File: src/rtl/dilp_pkg.sv
// Shared types and constants of the decimal integer line parser.
package dilp_pkg;

    localparam int CHAR_W  = 8;
    localparam int DIGIT_W = 4;
    localparam int VALUE_W = 32;
    localparam int USED_W  = 4;

    localparam logic [CHAR_W-1:0] CH_ZERO  = 8'h30;
    localparam logic [CHAR_W-1:0] CH_NINE  = 8'h39;
    localparam logic [CHAR_W-1:0] CH_MINUS = 8'h2D;
    localparam logic [CHAR_W-1:0] CH_BS    = 8'h08;
    localparam logic [CHAR_W-1:0] CH_CR    = 8'h0D;
    localparam logic [CHAR_W-1:0] CH_LF    = 8'h0A;

    // Commands from the controller to the datapath.
    typedef struct packed {
        logic load_char;   // apply a non-terminator character
        logic start_fold;  // a terminator was taken, clear the accumulator
        logic fold_step;   // fold one stored digit into the accumulator
        logic finish;      // load the result register and clear the line state
    } cmd_t;

    // Status from the datapath to the controller.
    typedef struct packed {
        logic is_term;     // the offered character is CR or LF
        logic fold_done;   // every stored digit has been folded
        logic out_free;    // the result register can take a new result
    } status_t;

endpackage

File: src/rtl/dilp_char_if.sv
// Stream interface that carries one received character per transfer.
interface dilp_char_if;
    logic                          valid;
    logic                          ready;
    logic [dilp_pkg::CHAR_W-1:0]   received_char;

    modport source (output valid, output received_char, input ready);
    modport sink   (input valid, input received_char, output ready);
endinterface

File: src/rtl/dilp_result_if.sv
// Stream interface that carries one parsed line value per transfer.
interface dilp_result_if;
    logic                                 valid;
    logic                                 ready;
    logic signed [dilp_pkg::VALUE_W-1:0]  parsed_value;
    logic [dilp_pkg::USED_W-1:0]          digits_used;

    modport source (output valid, output parsed_value, output digits_used, input ready);
    modport sink   (input valid, input parsed_value, input digits_used, output ready);
endinterface

File: src/rtl/dilp_ctrl.sv
// Controller state machine of the decimal integer line parser.
module dilp_ctrl
(
    input  logic                clk,
    input  logic                rst_n,
    input  logic                in_valid,
    input  dilp_pkg::status_t   status,
    output logic                in_ready,
    output dilp_pkg::cmd_t      cmd
);

    localparam logic S_IDLE = 1'b0;
    localparam logic S_FOLD = 1'b1;

    logic state_reg;
    logic state_next;
    logic take;

    assign in_ready = (state_reg == S_IDLE);
    assign take     = in_valid && in_ready;

    always_comb
    begin
        state_next     = state_reg;
        cmd.load_char  = 1'b0;
        cmd.start_fold = 1'b0;
        cmd.fold_step  = 1'b0;
        cmd.finish     = 1'b0;
        unique case (state_reg)
            S_IDLE:
            begin
                if (take)
                begin
                    if (status.is_term)
                    begin
                        cmd.start_fold = 1'b1;
                        state_next     = S_FOLD;
                    end
                    else
                    begin
                        cmd.load_char = 1'b1;
                    end
                end
            end
            S_FOLD:
            begin
                if (!status.fold_done)
                begin
                    cmd.fold_step = 1'b1;
                end
                else if (status.out_free)
                begin
                    cmd.finish = 1'b1;
                    state_next = S_IDLE;
                end
            end
            default:
            begin
                state_next = S_IDLE;
            end
        endcase
    end

    always_ff @(posedge clk or negedge rst_n)
    begin
        if (!rst_n)
        begin
            state_reg <= S_IDLE;
        end
        else
        begin
            state_reg <= state_next;
        end
    end

endmodule

File: src/rtl/dilp_datapath.sv
// Datapath of the decimal integer line parser: digit store, accumulator and result register.
module dilp_datapath
#(
    parameter int DIGIT_SLOTS = 16
)
(
    input  logic                                 clk,
    input  logic                                 rst_n,
    input  logic [dilp_pkg::CHAR_W-1:0]          received_char,
    input  dilp_pkg::cmd_t                       cmd,
    output dilp_pkg::status_t                    status,
    input  logic                                 out_ready,
    output logic                                 out_valid,
    output logic signed [dilp_pkg::VALUE_W-1:0]  parsed_value,
    output logic [dilp_pkg::USED_W-1:0]          digits_used
);

    localparam int DEPTH = DIGIT_SLOTS - 1;
    localparam int AW    = (DEPTH > 1) ? $clog2(DEPTH) : 1;
    localparam int CW    = $clog2(DIGIT_SLOTS);
    localparam logic [CW-1:0] COUNT_MAX = CW'(DEPTH);

    logic [dilp_pkg::DIGIT_W-1:0] store_reg [DEPTH];
    logic [CW-1:0]                count_reg;
    logic [CW-1:0]                count_next;
    logic                         neg_reg;
    logic                         neg_next;
    logic [CW-1:0]                k_reg;
    logic [CW-1:0]                k_next;
    logic [dilp_pkg::VALUE_W-1:0] acc_reg;
    logic [dilp_pkg::VALUE_W-1:0] acc_next;
    logic                         out_valid_reg;
    logic                         out_valid_next;
    logic [dilp_pkg::VALUE_W-1:0] value_reg;
    logic [dilp_pkg::USED_W-1:0]  used_reg;

    logic                         is_digit;
    logic                         store_write;
    logic [dilp_pkg::DIGIT_W-1:0] fold_digit;

    assign is_digit = (received_char >= dilp_pkg::CH_ZERO) &&
                      (received_char <= dilp_pkg::CH_NINE);

    assign status.is_term   = (received_char == dilp_pkg::CH_CR) ||
                              (received_char == dilp_pkg::CH_LF);
    assign status.fold_done = (k_reg == count_reg);
    assign status.out_free  = !out_valid_reg || out_ready;

    assign store_write = cmd.load_char && is_digit && (count_reg < COUNT_MAX);
    assign fold_digit  = store_reg[k_reg[AW-1:0]];

    always_comb
    begin
        count_next = count_reg;
        neg_next   = neg_reg;
        if (cmd.load_char)
        begin
            if (received_char == dilp_pkg::CH_BS && count_reg != '0)
            begin
                count_next = count_reg - 1'b1;
            end
            else if (received_char == dilp_pkg::CH_MINUS && count_reg == '0)
            begin
                neg_next = 1'b1;
            end
            else if (store_write)
            begin
                count_next = count_reg + 1'b1;
            end
        end
        else if (cmd.finish)
        begin
            count_next = '0;
            neg_next   = 1'b0;
        end
    end

    // acc * 10 is formed as (acc << 3) + (acc << 1); everything wraps at 32 bits.
    always_comb
    begin
        acc_next = acc_reg;
        k_next   = k_reg;
        if (cmd.start_fold)
        begin
            acc_next = '0;
            k_next   = '0;
        end
        else if (cmd.fold_step)
        begin
            acc_next = (acc_reg << 3) + (acc_reg << 1) +
                       dilp_pkg::VALUE_W'(fold_digit);
            k_next   = k_reg + 1'b1;
        end
    end

    always_comb
    begin
        out_valid_next = out_valid_reg;
        if (cmd.finish)
        begin
            out_valid_next = 1'b1;
        end
        else if (out_ready)
        begin
            out_valid_next = 1'b0;
        end
    end

    always_ff @(posedge clk or negedge rst_n)
    begin
        if (!rst_n)
        begin
            count_reg     <= '0;
            neg_reg       <= 1'b0;
            k_reg         <= '0;
            out_valid_reg <= 1'b0;
        end
        else
        begin
            count_reg     <= count_next;
            neg_reg       <= neg_next;
            k_reg         <= k_next;
            out_valid_reg <= out_valid_next;
        end
    end

    always_ff @(posedge clk)
    begin
        acc_reg <= acc_next;
        if (store_write)
        begin
            store_reg[count_reg[AW-1:0]] <= received_char[dilp_pkg::DIGIT_W-1:0];
        end
        if (cmd.finish)
        begin
            value_reg <= neg_reg ? (32'd0 - acc_reg) : acc_reg;
            used_reg  <= dilp_pkg::USED_W'(count_reg);
        end
    end

    assign out_valid    = out_valid_reg;
    assign parsed_value = value_reg;
    assign digits_used  = used_reg;

    a_count_bound: assert property (@(posedge clk) disable iff (!rst_n)
        count_reg <= COUNT_MAX)
        else $error("digit count exceeds the store depth");

    a_fold_bound: assert property (@(posedge clk) disable iff (!rst_n)
        cmd.fold_step |-> (k_reg < count_reg))
        else $error("fold step past the last stored digit");

    a_finish_clears: assert property (@(posedge clk) disable iff (!rst_n)
        cmd.finish |=> (count_reg == '0) && !neg_reg && out_valid_reg)
        else $error("finish did not clear the line and present a result");

endmodule

File: src/rtl/decimal_integer_line_parser.sv
// A terminator moves the controller into its fold state; the result register is loaded and
// presented once every stored digit is folded and the output register is free. Any other
// character is taken every cycle; a terminator blocks the input while the shared multiply-add
// folds the stored digits, one per cycle, and longer while an earlier result is still pending.
// A finished result waits in an output register, so characters keep flowing while it is pending.
// Reset (rst_n, asynchronous, active low) empties the line: no digits, no sign, no result.
module decimal_integer_line_parser
#(
    parameter int DIGIT_SLOTS = 16
)
(
    input  logic                 clk,
    input  logic                 rst_n,
    dilp_char_if.sink            rx,
    dilp_result_if.source        result
);

    // The controller decides what each cycle does; the datapath holds the digits, the
    // sign, the fold accumulator and the result register. The digit store itself is
    // not cleared by reset; only entries written since the last line are read.
    dilp_pkg::cmd_t    cmd;
    dilp_pkg::status_t status;
    logic              in_ready;

    dilp_ctrl u_ctrl
    (
        .clk      (clk),
        .rst_n    (rst_n),
        .in_valid (rx.valid),
        .status   (status),
        .in_ready (in_ready),
        .cmd      (cmd)
    );

    dilp_datapath
    #(
        .DIGIT_SLOTS (DIGIT_SLOTS)
    )
    u_datapath
    (
        .clk           (clk),
        .rst_n         (rst_n),
        .received_char (rx.received_char),
        .cmd           (cmd),
        .status        (status),
        .out_ready     (result.ready),
        .out_valid     (result.valid),
        .parsed_value  (result.parsed_value),
        .digits_used   (result.digits_used)
    );

    // The input takes a transfer whenever no fold is in progress.
    assign rx.ready = in_ready;

endmodule
File: src/flat_wrapper.sv
// flat-port wrapper written by rule: the top's interface ports become plain ports
module decimal_integer_line_parser_flat 
#(
    parameter int DIGIT_SLOTS = 16
)
  (clk, rst_n, rx_valid, rx_received_char, rx_ready, result_valid, result_parsed_value, result_digits_used, result_ready);
  dilp_char_if rx_i ();
  dilp_result_if result_i ();
  input  logic clk;
  input  logic rst_n;
  input wire logic [$bits(rx_i.valid)-1:0] rx_valid;
  input wire logic [$bits(rx_i.received_char)-1:0] rx_received_char;
  output wire logic [$bits(rx_i.ready)-1:0] rx_ready;
  output wire logic [$bits(result_i.valid)-1:0] result_valid;
  output wire logic [$bits(result_i.parsed_value)-1:0] result_parsed_value;
  output wire logic [$bits(result_i.digits_used)-1:0] result_digits_used;
  input wire logic [$bits(result_i.ready)-1:0] result_ready;
  assign rx_i.valid = rx_valid;
  assign rx_i.received_char = rx_received_char;
  assign rx_ready = rx_i.ready;
  assign result_valid = result_i.valid;
  assign result_parsed_value = result_i.parsed_value;
  assign result_digits_used = result_i.digits_used;
  assign result_i.ready = result_ready;
  decimal_integer_line_parser #(.DIGIT_SLOTS(DIGIT_SLOTS)) u_core (.clk(clk), .rst_n(rst_n), .rx(rx_i), .result(result_i));
endmodule
File: config.mk
export PLATFORM = sky130hd
export DESIGN_NAME = decimal_integer_line_parser_flat
export DESIGN_NICKNAME = d
export VERILOG_FILES = /design/src/rtl/dilp_pkg.sv /design/src/rtl/dilp_char_if.sv /design/src/rtl/dilp_result_if.sv /design/src/rtl/dilp_ctrl.sv /design/src/rtl/dilp_datapath.sv /design/src/rtl/decimal_integer_line_parser.sv /design/src/flat_wrapper.sv
export SDC_FILE = /design/constraint.sdc
export NUM_CORES = 1
export LEC_CHECK = 0
export BUFFER_PORTS_ARGS = -buffer_cell sky130_fd_sc_hd__buf_2
export CAP_MARGIN = 20
export CORE_MARGIN = 3
export CORE_UTILIZATION = 50
export DETAILED_ROUTE_END_ITERATION = 10
export HOLD_SLACK_MARGIN = 0.1
export PLACE_DENSITY_LB_ADDON = 0.12
export SYNTH_ARGS = -nofsm -noshare
export SYNTH_HDL_FRONTEND = slang
export SYNTH_SLANG_ARGS = --single-unit
File: constraint.sdc
create_clock -name clk -period 7.4 [get_ports clk]
set_input_delay 1.48 -clock clk [delete_from_list [all_inputs] [get_ports clk]]
set_output_delay 1.48 -clock clk [all_outputs]
set_load 0.01 [all_outputs]
==> results of run 1 <==
## worst register-to-register path, cell delays in order (launching register included)
cell      delay, ns
dfrtp_1        0.74
buf_16         0.23
mux4_2         0.50
mux4_2         0.46
inv_1          0.08
fa_1           0.41
inv_1          0.11
ha_1           0.15
a21o_1         0.14
nand4_1        0.14
a311o_1        0.42
a21oi_1        0.40
a21boi_0       0.27
mux2i_1        0.19
o22ai_1        0.09
## cells in the final DEF, fill, tap and decap left out, types with 4 or more instances in the layout
| cell type | count |
|---|---|
| a21o_1 | 10 |
| a21oi_1 | 48 |
| a31oi_1 | 7 |
| buf_2 | 49 |
| clkbuf_16 | 17 |
| dfrtp_1 | 11 |
| dfxtp_1 | 32 |
| edfxtp_1 | 96 |
| ha_1 | 62 |
| inv_1 | 21 |
| inv_6 | 4 |
| inv_8 | 6 |
| mux2i_1 | 8 |
| mux4_2 | 16 |
| nand2_1 | 65 |
| nand2b_1 | 4 |
| nand3_1 | 33 |
| nand3b_1 | 4 |
| nand4_1 | 5 |
| nor2_1 | 58 |
| nor2b_1 | 4 |
| nor3_1 | 11 |
| o21a_1 | 5 |
| o21ai_0 | 44 |
| o21ai_1 | 6 |
| o31ai_1 | 11 |
| o41ai_1 | 4 |
| or3_1 | 4 |
| xnor2_1 | 46 |
| xor2_1 | 18 |
## cells by family (layout without fill, tap and decap cells)
| kind of cell | count (synthesis) | after routing |
|---|---|---|
| AO/OA/AOI/OAI | 164 | 164 |
| XOR/XNOR | 64 | 64 |
| adder cells (fa/ha/maj) | 65 | 65 |
| buffers and inverters | 48 | 107 |
| flip-flops | 139 | 139 |
| multiplexers | 24 | 24 |
| AND/OR/NAND/NOR | 215 | 215 |
## final timing paths
kind | start | end | cells past startpoint
max reg2reg | u_core.u_datapath.k_reg[0] | u_core.u_datapath.acc_reg[31] | 14
min | u_core.u_ctrl.state_reg | u_core.u_ctrl.state_reg | 2
max | u_core.u_datapath.k_reg[0] | u_core.u_datapath.acc_reg[31] | 14
max in group asynchronous | rst_n | u_core.u_datapath.k_reg[2] | 1
min reg2reg | u_core.u_ctrl.state_reg | u_core.u_ctrl.state_reg | 2
min in group asynchronous | rst_n | u_core.u_datapath.count_reg[0] | 1
## power groups by stage
| stage | clock network [mW] | logic (mW) | registers (mW) |
|---|---|---|---|
| after CTS | 0.905 | 2.40 | 1.28 |
| after global routing | 0.939 | 2.76 | 1.28 |
| after detailed placement | 0 | 2.37 | 1.29 |
| after floorplan | 0 | 2.01 | 1.14 |
| after global placement | 0 | 2.32 | 1.28 |
| final | 0.894 | 2.46 | 1.26 |
## per-layer routing
layer  global-route usage (%)  share of wire, %  vias to the layer above
li1                         -                 -                     2780
met1                     28.1                48                     2780
met2                     32.2                46                      146
met3                     4.24               4.4                       24
met4                     7.56               1.8                        0
met5                        0                 0                        -
## synthesized netlist by cell type (all sizes together), types with 5 or more instances
cell type  instances
o21a               5
nor4               5
dfxtp             32
a21o              10
a31oi              7
or2                6
o41ai              6
mux4              16
a21oi             48
mux2i              8
buf                9
nor2              59
edfxtp            96
clkbuf            18
nand3             34
o31ai             13
nand2             65
nor3              11
xor2              18
or3                5
dfrtp             11
inv               21
ha                62
xnor2             46
nand4              5
o21ai             51
## stage by stage
step                utilization (%)  hold WS, ns  power (mW)  cell area (µm²)
finish                         59.0        0.525        4.61             9070
global route                   59.0        0.563        4.98             9070
CTS                            58.5        0.529        4.58             9000
detailed placement             54.5        0.513        3.66             8380
global placement               54.5        0.492        3.61             8380
floorplan                         -        0.423        3.15             7960
## final cells by class
type	count	share of cell area, %
clock buffers	17	4.69
clock inverters	15	2.15
inverters	21	0.869
multi-input cells	532	43.8
flip-flops and latches	139	41.9
well taps	211	2.91
repair buffers	54	3.70
==> impl_metrics.toml, run 1 <==
[run_status]
status = "complete, no violations"

[placement]
place.gp.congestion = 0.895
dp_hpwl_um = 12400
numPortBuffers = 49
placed_cells = 954
dp_slack_ns = 2.69

[clocking]
clock-root-buffer = "clkbuf_16"
hold_buffers = 0
cts_resized = 0
postCtsSetupRepairBufs = 0
clkTransAtPathRegs_ns = 0.07
clkSinkCount = 139
cts_tree = "done"
worstSkewPairLatency_ns = 0.44
htreeDepth = 4
clock_path_buffers = 2
cts-buffers-inserted = 17

[die]
start_util_pct = 51.8
die_height_um = 132
fp.dieW_um = 132
core-area_um2 = 15400
pin_count = 50
rows = 45
dieArea_um2 = 17500

[synthesis]
synth_edf_count = 96
yosys_most_used_dff = "edfxtp_1"
synth_fa_ha_area_share_pct = 10.5
synth-compound-area-share_pct = 13.6
synthTopCellsByArea = "edfxtp_1 36%, ha_1 9.7%, dfxtp_1 8.0%, xnor2_1 5.1%, mux4_2 4.5%"
muxShareOfSynthArea_pct = 5.53
yosys.area.top_type_share_pct = 36.2
syn_nets = 796
synth_warnings = 0
synth-simple-area-share_pct = 13.1
synth-seq-cells = 139
synth-xor-area-share_pct = 7.04
syn_area_um2 = 7960
synth_cells = 719
avgSynthCellArea_um2 = 11.1
ys_seq_area_share_pct = 47.7
synth_cell_types = 71
async_reset_ff_share_pct = 7.91
synth_top_family_by_area = "compound AO/OA/AOI/OAI gates"
yosysTopAreaCell = "edfxtp_1"

[timing]
fmax_mhz = 224
worst-slew-pin-transition_ns = 0.953
relSlewSlack_pct = 36.5
fin_tns_setup_ns = 0
rsz0062_at_grt = "no"
slew_violations = 0
min_period_ns = 4.47
fin_worst_skew_ns = 0.0126
setup_violations = 0
min_period_over_period_pct = 60.4
hold_viol = 0
setup_slack_ns = 2.93

[cells_and_area]
fill_cells = 1285
drive_gt1_share_pct = 15.9
multi_input_area_um2 = 3980
antenna_cells = 0
num-nets-final = 842
regArea_um2 = 3800
fin_cells = 989
largest_reg_flops = 60
area_delta_synth_final_pct = 14.0

[critical_path]
crit_fanout = 11
crit_path_end_kind = "flip-flop"
cp-start-kind = "flip-flop"
ff2ff_setup_slack_ns = 2.93
worstPathCellList = "buf_16 -> mux4_2 -> mux4_2 -> inv_1 -> fa_1 -> inv_1 -> ha_1 -> a21o_1 -> nand4_1 -> a311o_1 -> a21oi_1 -> a21boi_0 -> mux2i_1 -> o22ai_1"
worst_path_max_delay_cell = "dfrtp_1"
crit_path_max_incr_delay_ns = 0.74
arrival_ns = 4.77
required_ns = 7.70
path_buf_inv = 3
path_class = "flip-flop to flip-flop"
crit_family = "compound AO/OA/AOI/OAI gates"

[grt]
grt_first_pass_wirelength_um = 28400
grt_pass1_vias = 5511
antenna_found_initial = 0
grt_overflow = 0
grt.total_usage_pct = 20.4
grt_max_degree = 43

[power_and_ir_drop]
seq_power_share_pct = 27.3
comb_power_share_pct = 53.3
clkPwrFrac_pct = 19.4
p_leak_nw = 3.50
sw_frac_of_total_pct = 44.3
p_int_mw = 2.56
switching_power_mw = 2.04
ir_worst_vdd_mv = 0.252
power_density_nw_per_um2 = 508

[route]
ant_nets = 0
num_vias = 5730
wl_per_cell_um = 17.7
via_per_inst = 5.79
drcViolationCount = 0
drtPass1Iterations = 7
drt-initial-drc-count = 325
wl_um = 17500

[job]
drv_cap = 0

[hold_path]
hold_path.class = "flip-flop to flip-flop"
Power figures use the tool's default switching activity.
==> inputs of run 2 (changes only) <==
--- a/config.mk
+++ b/config.mk
@@ -5,6 +5,7 @@
 export SDC_FILE = /design/constraint.sdc
 export NUM_CORES = 1
 export LEC_CHECK = 0
+export ABC_AREA = 1
 export BUFFER_PORTS_ARGS = -buffer_cell sky130_fd_sc_hd__buf_2
 export CAP_MARGIN = 20
 export CORE_MARGIN = 3
==> constraint.sdc (replaced) <==
create_clock -name clk -period 4.05 [get_ports clk]
set_input_delay 0.81 -clock clk [delete_from_list [all_inputs] [get_ports clk]]
set_output_delay 0.81 -clock clk [all_outputs]
set_load 0.01 [all_outputs]
==> run 2 against run 1 <==
Compared with the run above: register-to-register slack worse by 2.5 ns; clock skew is 0.0033 ns lower; sequential share of layout area is 3.2 points lower; first-iteration DRC count is 98% higher; critical path depth is 8 higher; wire length is 30% higher; die area is 10% higher; clock-buffer cell count is 1 higher; fmax is 24% higher; critical endpoint is now u_core.u_datapath.acc_reg[22]; largest cell class unchanged.
==> impl_metrics.toml, run 2 <==
[die]
rows = 47
pin_count = 50
core-area_um2 = 16900
start_util_pct = 52.0
dieArea_um2 = 19300
fp.dieW_um = 139
die_height_um = 139

[critical_path]
crit_path_end_kind = "flip-flop"
path_class = "flip-flop to flip-flop"
crit_fanout = 29
required_ns = 4.38
cp-start-kind = "flip-flop"
startpoint = "u_core.u_datapath.k_reg[0]"
worst_path_max_delay_cell = "fa_1"
r2r_start = "u_core.u_datapath.k_reg[0]"
crit_family = "simple AND/OR/NAND/NOR gates"
path_buf_inv = 5
crit_path_max_incr_delay_ns = 0.48
arrival_ns = 3.92
worstPathCellList = "inv_1 -> buf_4 -> nand2_1 -> a21oi_1 -> a21oi_1 -> o21ai_0 -> nand2_1 -> nand2_1 -> inv_1 -> fa_1 -> inv_1 -> fa_1 -> nand3_1 -> nand3_1 -> nand3_1 -> nand3_1 -> nand3_1 -> nand2_1 -> nand2_1 -> nand3_1 -> nand2_1 -> inv_1"

[route]
ant_nets = 0
wl_um = 22800
drcViolationCount = 0
drt-initial-drc-count = 642
drtPass1Iterations = 5
via_per_inst = 5.35
wl_per_cell_um = 16.3
num_vias = 7497

[synthesis]
avgSynthCellArea_um2 = 7.86
yosys_most_used_dff = "edfxtp_1"
syn_area_um2 = 8810
yosys.area.top_type_share_pct = 32.7
ys_seq_area_share_pct = 43.1
synthTopCellsByArea = "edfxtp_1 33%, nand2_1 12%, ha_1 8.8%, dfxtp_1 7.3%, inv_1 6.8%"
syn_nets = 1198
synth-seq-cells = 139
yosysTopAreaCell = "edfxtp_1"
synth_cells = 1121
synth_edf_count = 96
synth_warnings = 0
synth_cell_types = 42
yosys-top-cells-count = "282 x nand2_1, 160 x inv_1, 132 x nor2_1"
synth.most_common_cell = "nand2_1"
async_reset_ff_share_pct = 7.91

[cells_and_area]
antenna_cells = 0
final_common_cell = "nand2_1"
regArea_um2 = 3800
multi_input_area_um2 = 4260
final_cell_mix = "282 x nand2_1, 160 x inv_1, 132 x nor2_1"
fill_cells = 1589
largest_reg_flops = 60
area_delta_synth_final_pct = 11.3
num-nets-final = 1246
drive_gt1_share_pct = 9.14
fin_cells = 1402

[clocking]
cts-buffers-inserted = 17
hold_buffers = 0
cts_resized = 0
clkTransAtPathRegs_ns = 0.07
htreeDepth = 4
clock-root-buffer = "clkbuf_16"
cts_tree = "done"
clkSinkCount = 139
postCtsSetupRepairBufs = 0
clock_path_buffers = 2
worstSkewPairLatency_ns = 0.43

[job]
drv_cap = 0

[placement]
placed_cells = 1370
numPortBuffers = 49
place.gp.congestion = 0.940
dp_hpwl_um = 17100
dp_slack_ns = 0.530

[timing]
fin_worst_skew_ns = 0.00930
setup_violations = 0
fmax_mhz = 278
min_period_ns = 3.59
slew_violations = 0
relSlewSlack_pct = 58.6
min_period_over_period_pct = 88.7
fin_tns_setup_ns = 0
rsz0062_at_grt = "no"
worst-slew-pin-transition_ns = 0.619
hold_viol = 0
setup_slack_ns = 0.457

[grt]
grt_first_pass_wirelength_um = 36400
grt_pass1_vias = 6942
grt_overflow = 0
grt_max_degree = 39
grt.total_usage_pct = 23.6
antenna_found_initial = 0

[run_status]
status = "complete, no violations"

[hold_path]
hold_path.class = "input port to asynchronous set/reset pin"
run 2: changes by cell type in the layout (fill, tap and decap cells not counted), moves of 11 or more:
cell and change:
nand2_1 +217, xor2_1 +16, o21ai_0 +12, inv_1 +139
a21oi_1 +18, o31ai_1 -11, nand3_1 +33, nor2_1 +74
xnor2_1 -35, mux4_2 -16
run 2: logic make-up (layout without fill, tap and decap cells):
kind of cell | after synthesis | after routing | synth area share [%]
AOI/OAI and AO/OA | 160 | 160 | 9.95
DFF | 139 | 139 | 43.1
buffers and inverters | 192 | 253 | 8.63
and+or+nand+nor | 520 | 520 | 24.4
xor gates and xnor gates | 45 | 45 | 4.47
adders and majority gates | 65 | 65 | 9.48
run 2: layout make-up:
cell class | count | area share, %
multi-input cells | 790 | 43.4
well taps | 220 | 2.80
inverters | 164 | 6.27
clock inverters | 14 | 1.38
flip-flops and latches | 139 | 38.7
clock buffers | 18 | 4.37
repair buffers | 57 | 3.11
run 2: through the flow:
step | hold WS, ns | instance area, µm² | utilization [%]
floorplan | 0.420 | 8810 | -
global placement | 0.532 | 9250 | 54.6
detailed placement | 0.528 | 9250 | 54.6
CTS | 0.256 | 9810 | 57.9
global route | 0.265 | 9810 | 57.9
finish | 0.255 | 9810 | 57.9
run 2: worst paths after layout:
path                                                     end  depth (start not counted)  slack [ns]
min                           u_core.u_datapath.count_reg[2]                          1        0.25
max reg2reg                    u_core.u_datapath.acc_reg[22]                         22        0.46
min in group clk           u_core.u_datapath.parsed_value[0]                          0        0.55
max in group asynchronous         u_core.u_datapath.k_reg[3]                          1        3.56
min reg2reg                u_core.u_datapath.parsed_value[0]                          0        0.55
max                            u_core.u_datapath.acc_reg[22]                         22        0.46
run 2: per-layer routing:
metal | global-route usage, % | wire [µm] | vias up | share of wire (%)
li1 | - | - | 3774 | -
met1 | 35.3 | 11300 | 3453 | 50
met2 | 36.0 | 9880 | 239 | 43
met3 | 3.66 | 1220 | 31 | 5.4
met4 | 6.28 | 385 | 0 | 1.7
met5 | 0 | 0 | - | 0
Power of run 2 is left out: the tool's default activity adds up to more than one toggle a clock period on the data nets, which glitch-free logic cannot reach.
==> inputs of run 3 (changes only) <==
--- a/config.mk
+++ b/config.mk
@@ -9,10 +9,11 @@
 export BUFFER_PORTS_ARGS = -buffer_cell sky130_fd_sc_hd__buf_2
 export CAP_MARGIN = 20
 export CORE_MARGIN = 3
-export CORE_UTILIZATION = 50
+export CORE_UTILIZATION = 45
 export DETAILED_ROUTE_END_ITERATION = 10
 export HOLD_SLACK_MARGIN = 0.1
 export PLACE_DENSITY_LB_ADDON = 0.12
 export SYNTH_ARGS = -nofsm -noshare
 export SYNTH_HDL_FRONTEND = slang
+export SYNTH_HIERARCHICAL = 1
 export SYNTH_SLANG_ARGS = --single-unit
==> run 3 against run 2 <==
Compared with the run above: die area is 9.1% higher; global-route usage is 2.7 points lower; critical path depth is 6 lower; clock skew is 0.00070 ns higher; synthesized area is 1.5% lower; first-iteration DRC count is 8.7% lower; via count is 1.8% lower; clock-buffer cell count is 1 lower; largest cell class unchanged.
==> impl_metrics.toml, run 3 <==
[grt]
antenna_found_initial = 0
grt.total_usage_pct = 20.9
grt_max_degree = 36
grt_first_pass_wirelength_um = 35400
grt_overflow = 0
grt_pass1_vias = 6824

[placement]
numPortBuffers = 49
dp_hpwl_um = 16500
place.gp.congestion = 0.936
dp_slack_ns = 0.681

[clocking]
postCtsSetupRepairBufs = 0
hold_buffers = 0
cts_tree = "done"
clock-root-buffer = "clkbuf_16"
clkTransAtPathRegs_ns = 0.07
clkSinkCount = 139
cts-buffers-inserted = 17
worstSkewPairLatency_ns = 0.42
cts_resized = 0
clock_path_buffers = 2
htreeDepth = 4

[timing]
rsz0062_at_grt = "no"
setup_violations = 0
worst-slew-pin-transition_ns = 0.694
min_period_over_period_pct = 83.4
slew_violations = 0
hold_viol = 0
relSlewSlack_pct = 53.7
min_period_ns = 3.38
fin_tns_setup_ns = 0
fin_worst_skew_ns = 0.0100
setup_slack_ns = 0.673
fmax_mhz = 296

[cells_and_area]
num-nets-final = 1239
drive_gt1_share_pct = 11.1
area_delta_synth_final_pct = 13.7
largest_reg_flops = 60
final_cell_mix = "321 x nand2_1, 139 x inv_1, 119 x nor2_1"
final_common_cell = "nand2_1"
fill_cells = 1777
antenna_cells = 0
multi_input_area_um2 = 4240
regArea_um2 = 3800

[synthesis]
synth_warnings = 6
syn_nets = 1181
yosys.area.top_type_share_pct = 33.2
synth_fa_ha_area_share_pct = 9.62
synth_cells = 1104
synthTopCellsByArea = "edfxtp_1 33%, nand2_1 14%, ha_1 8.9%, dfxtp_1 7.4%, inv_1 6.0%"
synth-seq-cells = 139
muxShareOfSynthArea_pct = 0
ys_seq_area_share_pct = 43.7
yosys_most_used_dff = "edfxtp_1"
syn_area_um2 = 8680
synth_cell_types = 43
synth-simple-area-share_pct = 27.2
avgSynthCellArea_um2 = 7.87
async_reset_ff_share_pct = 7.91
synth.most_common_cell = "nand2_1"
synth_top_family_by_area = "simple AND/OR/NAND/NOR gates"
yosys-top-cells-count = "321 x nand2_1, 139 x inv_1, 121 x nor2_1"
synth-compound-area-share_pct = 9.23
yosysTopAreaCell = "edfxtp_1"
synth-xor-area-share_pct = 2.62
synth_edf_count = 96

[critical_path]
path_class = "flip-flop to flip-flop"
arrival_ns = 3.65
crit_path_end_kind = "flip-flop"
crit_fanout = 19
worstPathCellList = "clkinv_1 -> o21ai_0 -> o221ai_1 -> nand3_1 -> nand2_1 -> ha_1 -> ha_1 -> fa_1 -> nand3_1 -> nand3_1 -> nand3_1 -> nand3_1 -> nand2_1 -> nand3_1 -> nand3_1 -> o21ai_0"
worst_path_max_delay_cell = "fa_1"
cpMostUsedCell = "nand3_1"
r2r_cells = 16
crit_path_max_incr_delay_ns = 0.45
cp-start-kind = "flip-flop"
required_ns = 4.33

[die]
die_height_um = 145
fp.dieW_um = 145
rows = 50
pin_count = 50
dieArea_um2 = 21000
core-area_um2 = 18800
start_util_pct = 46.1

[route]
via_per_inst = 5.13
ant_nets = 0
wl_per_cell_um = 15.4
num_vias = 7360
drcViolationCount = 0
wl_um = 22100
drt-initial-drc-count = 586
drtPass1Iterations = 5

[power_and_ir_drop]
switching_power_mw = 4.15
ir_worst_vdd_mv = 0.393
sw_frac_of_total_pct = 48.8
clkPwrFrac_pct = 19.2
power_density_nw_per_um2 = 861
p_int_mw = 4.35
p_leak_nw = 4.66
comb_power_share_pct = 55.1
seq_power_share_pct = 25.6

[run_status]
status = "complete, no violations"

[job]
drv_cap = 0

[hold_path]
hold_path.class = "input port to asynchronous set/reset pin"
## run 3: cell families after synthesis
family          after synthesis
buf+inv                     173
fa+ha+maj                    65
flops                       139
xor+xnor                     26
simple gates                559
compound gates              142
## run 3: through the flow
stage / power, mW / hold slack (ns) / util, % / cell area [µm²] / std cells
after detailed placement: 6.83 / 0.477 / 49.1 / 9250 / 1403
after CTS: 8.51 / 0.254 / 52.4 / 9870 / 1435
final: 8.51 / 0.258 / 52.4 / 9870 / 1435
after global placement: 6.80 / 0.477 / 49.1 / 9250 / 1403
after global routing: 9.30 / 0.262 / 52.4 / 9870 / 1435
after floorplan: 5.63 / 0.439 / - / 8680 / 1104
## run 3: power by group through the flow
stage          logic [mW]  clock network [mW]  registers [mW]
2_1_floorplan        3.56                   0            2.07
3_3_place_gp         4.60                   0            2.20
3_5_place_dp         4.63                   0            2.20
4_1_cts              4.66                1.67            2.17
5_1_grt              5.36                1.73            2.21
6_report             4.69                1.64            2.18
## run 3: final cells by class
cell class	instances	share of cell area (%)
Clock buffer	17	4.31
Clock inverter	15	2.00
Inverter	154	5.85
Multi-Input combinational cell	792	42.9
Sequential cell	139	38.5
Tap cell	260	3.29
Timing Repair Buffer	58	3.17
## run 3: final timing paths
path                                              startpoint                                 to  slack (ns)
max in group asynchronous                              rst_n            u_core/u_ctrl/state_reg        3.58
worst max register to register    u_core/u_datapath/k_reg[1]      u_core/u_datapath/acc_reg[22]        0.67
worst max-delay path              u_core/u_datapath/k_reg[1]      u_core/u_datapath/acc_reg[22]        0.67
min in group clk                u_core/u_datapath/acc_reg[0]  u_core/u_datapath/parsed_value[0]        0.49
worst min-delay path                                   rst_n        u_core/u_datapath/out_valid        0.26
worst min register to register  u_core/u_datapath/acc_reg[0]  u_core/u_datapath/parsed_value[0]        0.49
## run 3: worst max-delay path, delay by kind of cell (launching register included)
family,cells,cell delay [ns]
AOI/OAI and AO/OA,3,0.45
adders and majority gates,3,0.98
buffers and inverters,1,0.41
DFF,1,0.35
and+or+nand+nor,9,1.04
## run 3: layer usage
layer	wire length, µm	up-vias	GRT usage (%)
li1	-	3747	-
met2	10000	219	33.2
met3	1130	23	3.31
met5	0	-	0
met1	10500	3371	29.5
met4	384	0	6.79
